**src/assert_macros.svh**
```systemverilog
// Assertion macros for the RTL files.
`ifndef ASSERT_MACROS_SVH
`define ASSERT_MACROS_SVH

`ifndef ASSERT_OFF

`define ASSERT_ALWAYS(lbl, clk, rst_n, cond, msg) \
  lbl: assert property (@(posedge clk) disable iff (!rst_n) (cond)) else $error(msg);

`define ASSERT_IMPLY(lbl, clk, rst_n, ante, cons, msg) \
  lbl: assert property (@(posedge clk) disable iff (!rst_n) (ante) |-> (cons)) else $error(msg);

`else

`define ASSERT_ALWAYS(lbl, clk, rst_n, cond, msg)

`define ASSERT_IMPLY(lbl, clk, rst_n, ante, cons, msg)

`endif

`endif

```
**src/sdmd_ram.sv**
```systemverilog
`default_nettype none

module sdmd_ram #(
  parameter int WIDTH = 8,
  parameter int DEPTH = 256
) (
  input  wire logic                     clk,
  input  wire logic                     we,
  input  wire logic [$clog2(DEPTH)-1:0] waddr,
  input  wire logic [WIDTH-1:0]         wdata,
  input  wire logic                     re,
  input  wire logic [$clog2(DEPTH)-1:0] raddr,
  output logic      [WIDTH-1:0]         rdata
);

  logic [WIDTH-1:0] mem_r [DEPTH];
  logic [WIDTH-1:0] rdata_r;

  always_ff @(posedge clk) begin
    if (we) begin
      mem_r[waddr] <= wdata;
    end
    if (re) begin
      rdata_r <= mem_r[raddr];
    end
  end

  assign rdata = rdata_r;

endmodule

`default_nettype wire

```
**config.mk**
```make
export PLATFORM = sky130hd
export DESIGN_NAME = sdmd_ram
export DESIGN_NICKNAME = d
export VERILOG_FILES = /design/src/assert_macros.svh /design/src/sdmd_ram.sv
export SDC_FILE = /design/constraint.sdc
export NUM_CORES = 2
export LEC_CHECK = 0
export CORE_ASPECT_RATIO = 1.25
export CORE_MARGIN = 5
export CORE_UTILIZATION = 40
export DETAILED_ROUTE_END_ITERATION = 12
export DONT_BUFFER_PORTS = 1
export PLACE_DENSITY_LB_ADDON = 0.3
export SKIP_CTS_REPAIR_TIMING = 1
export SYNTH_ARGS = -nofsm -noshare
export SYNTH_HDL_FRONTEND = slang
export SYNTH_SLANG_ARGS = --single-unit
export TNS_END_PERCENT = 10
```
**constraint.sdc**
```tcl
create_clock -name clk -period 5.04 [get_ports clk]
set_input_delay 0.252 -clock clk [delete_from_list [all_inputs] [get_ports clk]]
set_output_delay 0.252 -clock clk [all_outputs]
set_load 0.005 [all_outputs]
```
Word-level counts from Yosys, hierarchy flattened
Memory sizes are Yosys's and may differ from the RTL's. A register that Yosys moved wholly into a read port is not among the register bits.
Cells that the tools add are included.
Word-level totals
  register bits: 0
  latch bits: 0
  memory bits (writable): 2048
  memory bits (read-only): 0
  input port bits: 27
  output and inout port bits: 8
  word-level logic and storage cells: 3
  memories: 1
Operators by class
  $add $sub $neg: 0
  multipliers: 0
  div/mod/pow operators: 0
  order comparisons: 0
  equality and inequality tests: 0
  shift-type cells: 0
  multiplexer cells: 2
  bitwise gates (word level): 0
  reduce and logical (&&, ||, !) cells: 0
Memories
  mem_r: depth 256, width 8, rd ports 1, clocked after Yosys merged registers in 1, wr ports 1, RTL line sdmd_ram.sv:16  | logic [WIDTH-1:0] mem_r [DEPTH];
Operator list (count)
  1-bit two-way mux: 2

Logic depth before layout (Yosys ltp)
  word-level depth: 2
  gate-level depth with buffers: 11
  depth with buffers taken out: 6

Least setup slack after synthesis
OpenSTA, ideal clock, no wires.
  path type: input-to-reg
  from: input port raddr[0]
  to: register rdata_r[2], in the netlist rdata[2], read port of mem_r (data pin)
  library setup time: 0.269 ns
  arrival: 2.059 ns
  data required time: 4.771 ns
  slack: 2.712 ns
  stages on the path: 9
  path buffers: 4
  path through: buf_6 -> buf_12 -> buf_8 -> buf_2 -> mux4_2 -> a22oi_1 -> a21oi_1 -> nor4_1 -> nor4_2
RTL lines
  start: declaration: RTL line sdmd_ram.sv:12  | input wire logic [$clog2(DEPTH)-1:0] raddr,
  end: declaration: RTL line sdmd_ram.sv:17  | logic [WIDTH-1:0] rdata_r;

==> impl_metrics.json <==
{
  "drt_wl_total_um": 202000,
  "drc_errors": 0,
  "avgSynthCellArea_sq_um": 21.3,
  "yosysTopAreaCell": "edfxtp_1",
  "viasPerCell": 5.82,
  "syn_to_final_growth_pct": 11.1,
  "yosysWarnings": 0,
  "relSlewSlack_pct": 12.1,
  "grt.total_usage_pct": 19.1,
  "r2r_start": "mem_r[27][5]",
  "whs_endpoint": "mem_r[222][3]",
  "synth_area_leaders": "edfxtp_1 (78%), mux4_2 (13%), mux2i_1 (1.7%)",
  "die_area_sq_mm": 0.208,
  "rrSetupSlack_ps": 1940,
  "crit_top_cell": "buf_16",
  "r2r-end": "rdata[5]",
  "ctsLongestPathBuffers": 3,
  "timing.hold.ws_ps": -78.3,
  "drtIter0Drc": 3880,
  "rows": 183,
  "slowest_stage": "nor4_1",
  "crit_fanout": 127,
  "cts_num_sinks": 2056,
  "p_leak_nw": 26.7,
  "clkLatencyLatePin_ps": 850,
  "grt_pass1_wl_um": 288000,
  "cts-root-buf": "clkbuf_16",
  "yosys_register_bits": 2056,
  "finalCritPeriodShare_pct": 86.5,
  "initial_core_util_pct": 40.1,
  "max_stage_delay_ps": 830,
  "hp-class": "in -> reg",
  "overflow": 0,
  "outcome": "finished with violations",
  "vias": 37900,
  "numCtsBuffers": 192,
  "crit_chain": "buf_16, buf_16, buf_16, mux4_2, nor2b_1, a211oi_1, nor2_1, nor4_1, buf_4, nor4_2",
  "timing.fmax_ghz": 0.229,
  "core_area_sq_mm": 0.199,
  "path_class": "in -> reg",
  "start_kind": "input port",
  "violations": "hold timing",
  "final_antenna_net_count": 0,
  "fin_total_pwr_mw": 34.5,
  "cts.htree.levels": 4,
  "finalSetupTns_ps": 0,
  "synth_cell_types": 54,
  "rr_worst_depth": 6,
  "crit_path_end_kind": "flip-flop",
  "fin_crit_ps": 4360,
  "finClkSkew_ps": 25.6,
  "io_pins": 35,
  "grt_setup_unrepaired": "false",
  "crit_arrival_ps": 4910,
  "min_from": "wdata[3]",
  "worstMarginPinSlew_ps": 1320,
  "first_pass_iters": 6,
  "dp_hpwl_um": 115000,
  "syn_area_sq_mm": 0.0796,
  "syn_inst": 3733,
  "grt_pass1_vias": 38800,
  "cts_tree": "done",
  "synth-async-reset-ratio_pct": 0,
  "synthesis.nets": 3760,
  "fin_cells": 6516,
  "powerDensity_mw_per_mm2": 390,
  "nets": 3790,
  "synth_edf_count": 2056,
  "portBuffers": 0,
  "die_x_um": 409,
  "antenna_found_initial": 4,
  "clk_pin_slew_ps": 60,
  "ir_drop_mv": 0.296,
  "hold_viol": 25,
  "cp.required_ps": 5590,
  "grt_max_degree": 579,
  "drv_cap": 0,
  "hold_depth": 1,
  "dp.cells": 6134,
  "synth_top_cell_area_share_pct": 77.5,
  "final_layout_size_suffix_gt1_share_pct": 20.4,
  "dieHeight_um": 509,
  "gp_congestion": 0.804,
  "setup_violations": 0,
  "synth-seq-area-share_pct": 77.5,
  "synth_ff_type": "edfxtp_1",
  "routedWlPerCell_um": 31.0,
  "maxSlewViolCount": 0
}
layout by cell type, fill, tap and decap left out, types with 22 or more instances in the layout:
master | synthesis | final
nor3_1 | 22 | 22
o22ai_1 | 28 | 28
mux4_2 | 454 | 454
a22oi_1 | 133 | 133
clkbuf_16 | 0 | 198
clkbuf_1 | 111 | 44
nand2_1 | 33 | 33
nand3_1 | 34 | 31
clkinv_2 | 0 | 31
buf_4 | 27 | 44
a21oi_1 | 96 | 96
nor2_1 | 282 | 279
edfxtp_1 | 2056 | 2056
nor2b_1 | 31 | 28
mux2i_1 | 134 | 134
o221ai_1 | 46 | 46
clkinv_1 | 1 | 49
worst max path at each step:
stage,start,cells past startpoint,end,slack (ps)
after floorplan,raddr[0],9,rdata[2],2710
after detailed placement,raddr[0],7,rdata[2],1200
final,raddr[0],10,rdata[2],680
after CTS,mem_r[101][2],7,rdata[2],1920
after global routing,raddr[0],10,rdata[1],400
after global placement,raddr[0],7,rdata[2],1420
sequential cells by signal, summed over array words and instances, names as in the netlist:
name   count
mem_r   2048
rdata      8
cell usage after synthesis, types with 13 or more instances:
master,n
nand2_1,33
a211oi_1,16
buf_8,13
buf_2,31
edfxtp_1,2056
nand3_1,34
buf_6,21
mux4_2,454
buf_4,27
nor4_1,24
mux2i_1,134
buf_1,22
o221ai_1,46
a22oi_1,133
a21oi_1,96
clkbuf_1,111
a221oi_1,13
nor2_1,282
nor2b_1,31
nor3_1,22
o22ai_1,28
layout make-up:
cell class / count / area [sq um]
clock inverter: 108 / 943
multi-input combinational: 1442 / 16500
tap: 2590 / 3240
antenna: 8 / 20.0
clock buffer: 241 / 5090
fill: 16500 / 110000
sequential: 2056 / 61700
timing repair buffer: 69 / 886
inverter: 2 / 7.51
critical path, delay by kind of cell:
family	cells	cell delay [ps]
buffers and inverters	4	2140
and+or+nand+nor	4	1160
muxes	1	580
AOI/OAI and AO/OA	1	460
report_power, final:
group / leakage [nW] / internal [mW] / switching [mW] / total [mW]
clock network: 2.95 / 7.87 / 6.23 / 14.1
logic: 5.26 / 0.546 / 0.949 / 1.50
registers: 18.5 / 18.9 / 0.0248 / 18.9
per-layer routing:
metal | vias to the layer above | wire [um] | global-route usage [%]
met3 | 331 | 14000 | 4.21
li1 | 15800 | - | -
met2 | 1389 | 103000 | 32.3
met5 | - | 27 | 0
met4 | 4 | 7910 | 7.08
met1 | 20400 | 77200 | 24.3
stage by stage:
stage	utilization [%]	setup slack [ps]	instance area, sq um
finish	44.6	680	88500
global route	44.6	400	88400
CTS	44.3	1920	87900
detailed placement	41.2	1200	81800
global placement	41.2	1420	81800
floorplan	-	2710	79600
kinds of logic (layout without fill, tap and decap cells):
family                 Yosys count  after routing  synth area share [%]
multiplexers                   591            591                  14.6
AO/OA/AOI/OAI                  385            385                  3.42
AND/OR/NAND/NOR                466            466                  2.63
buffers and inverters          235            420                  1.83
other                            0              8                     0
flip-flops                    2056           2056                  77.5
No activity file was read; power rests on OpenSTA's default activity.
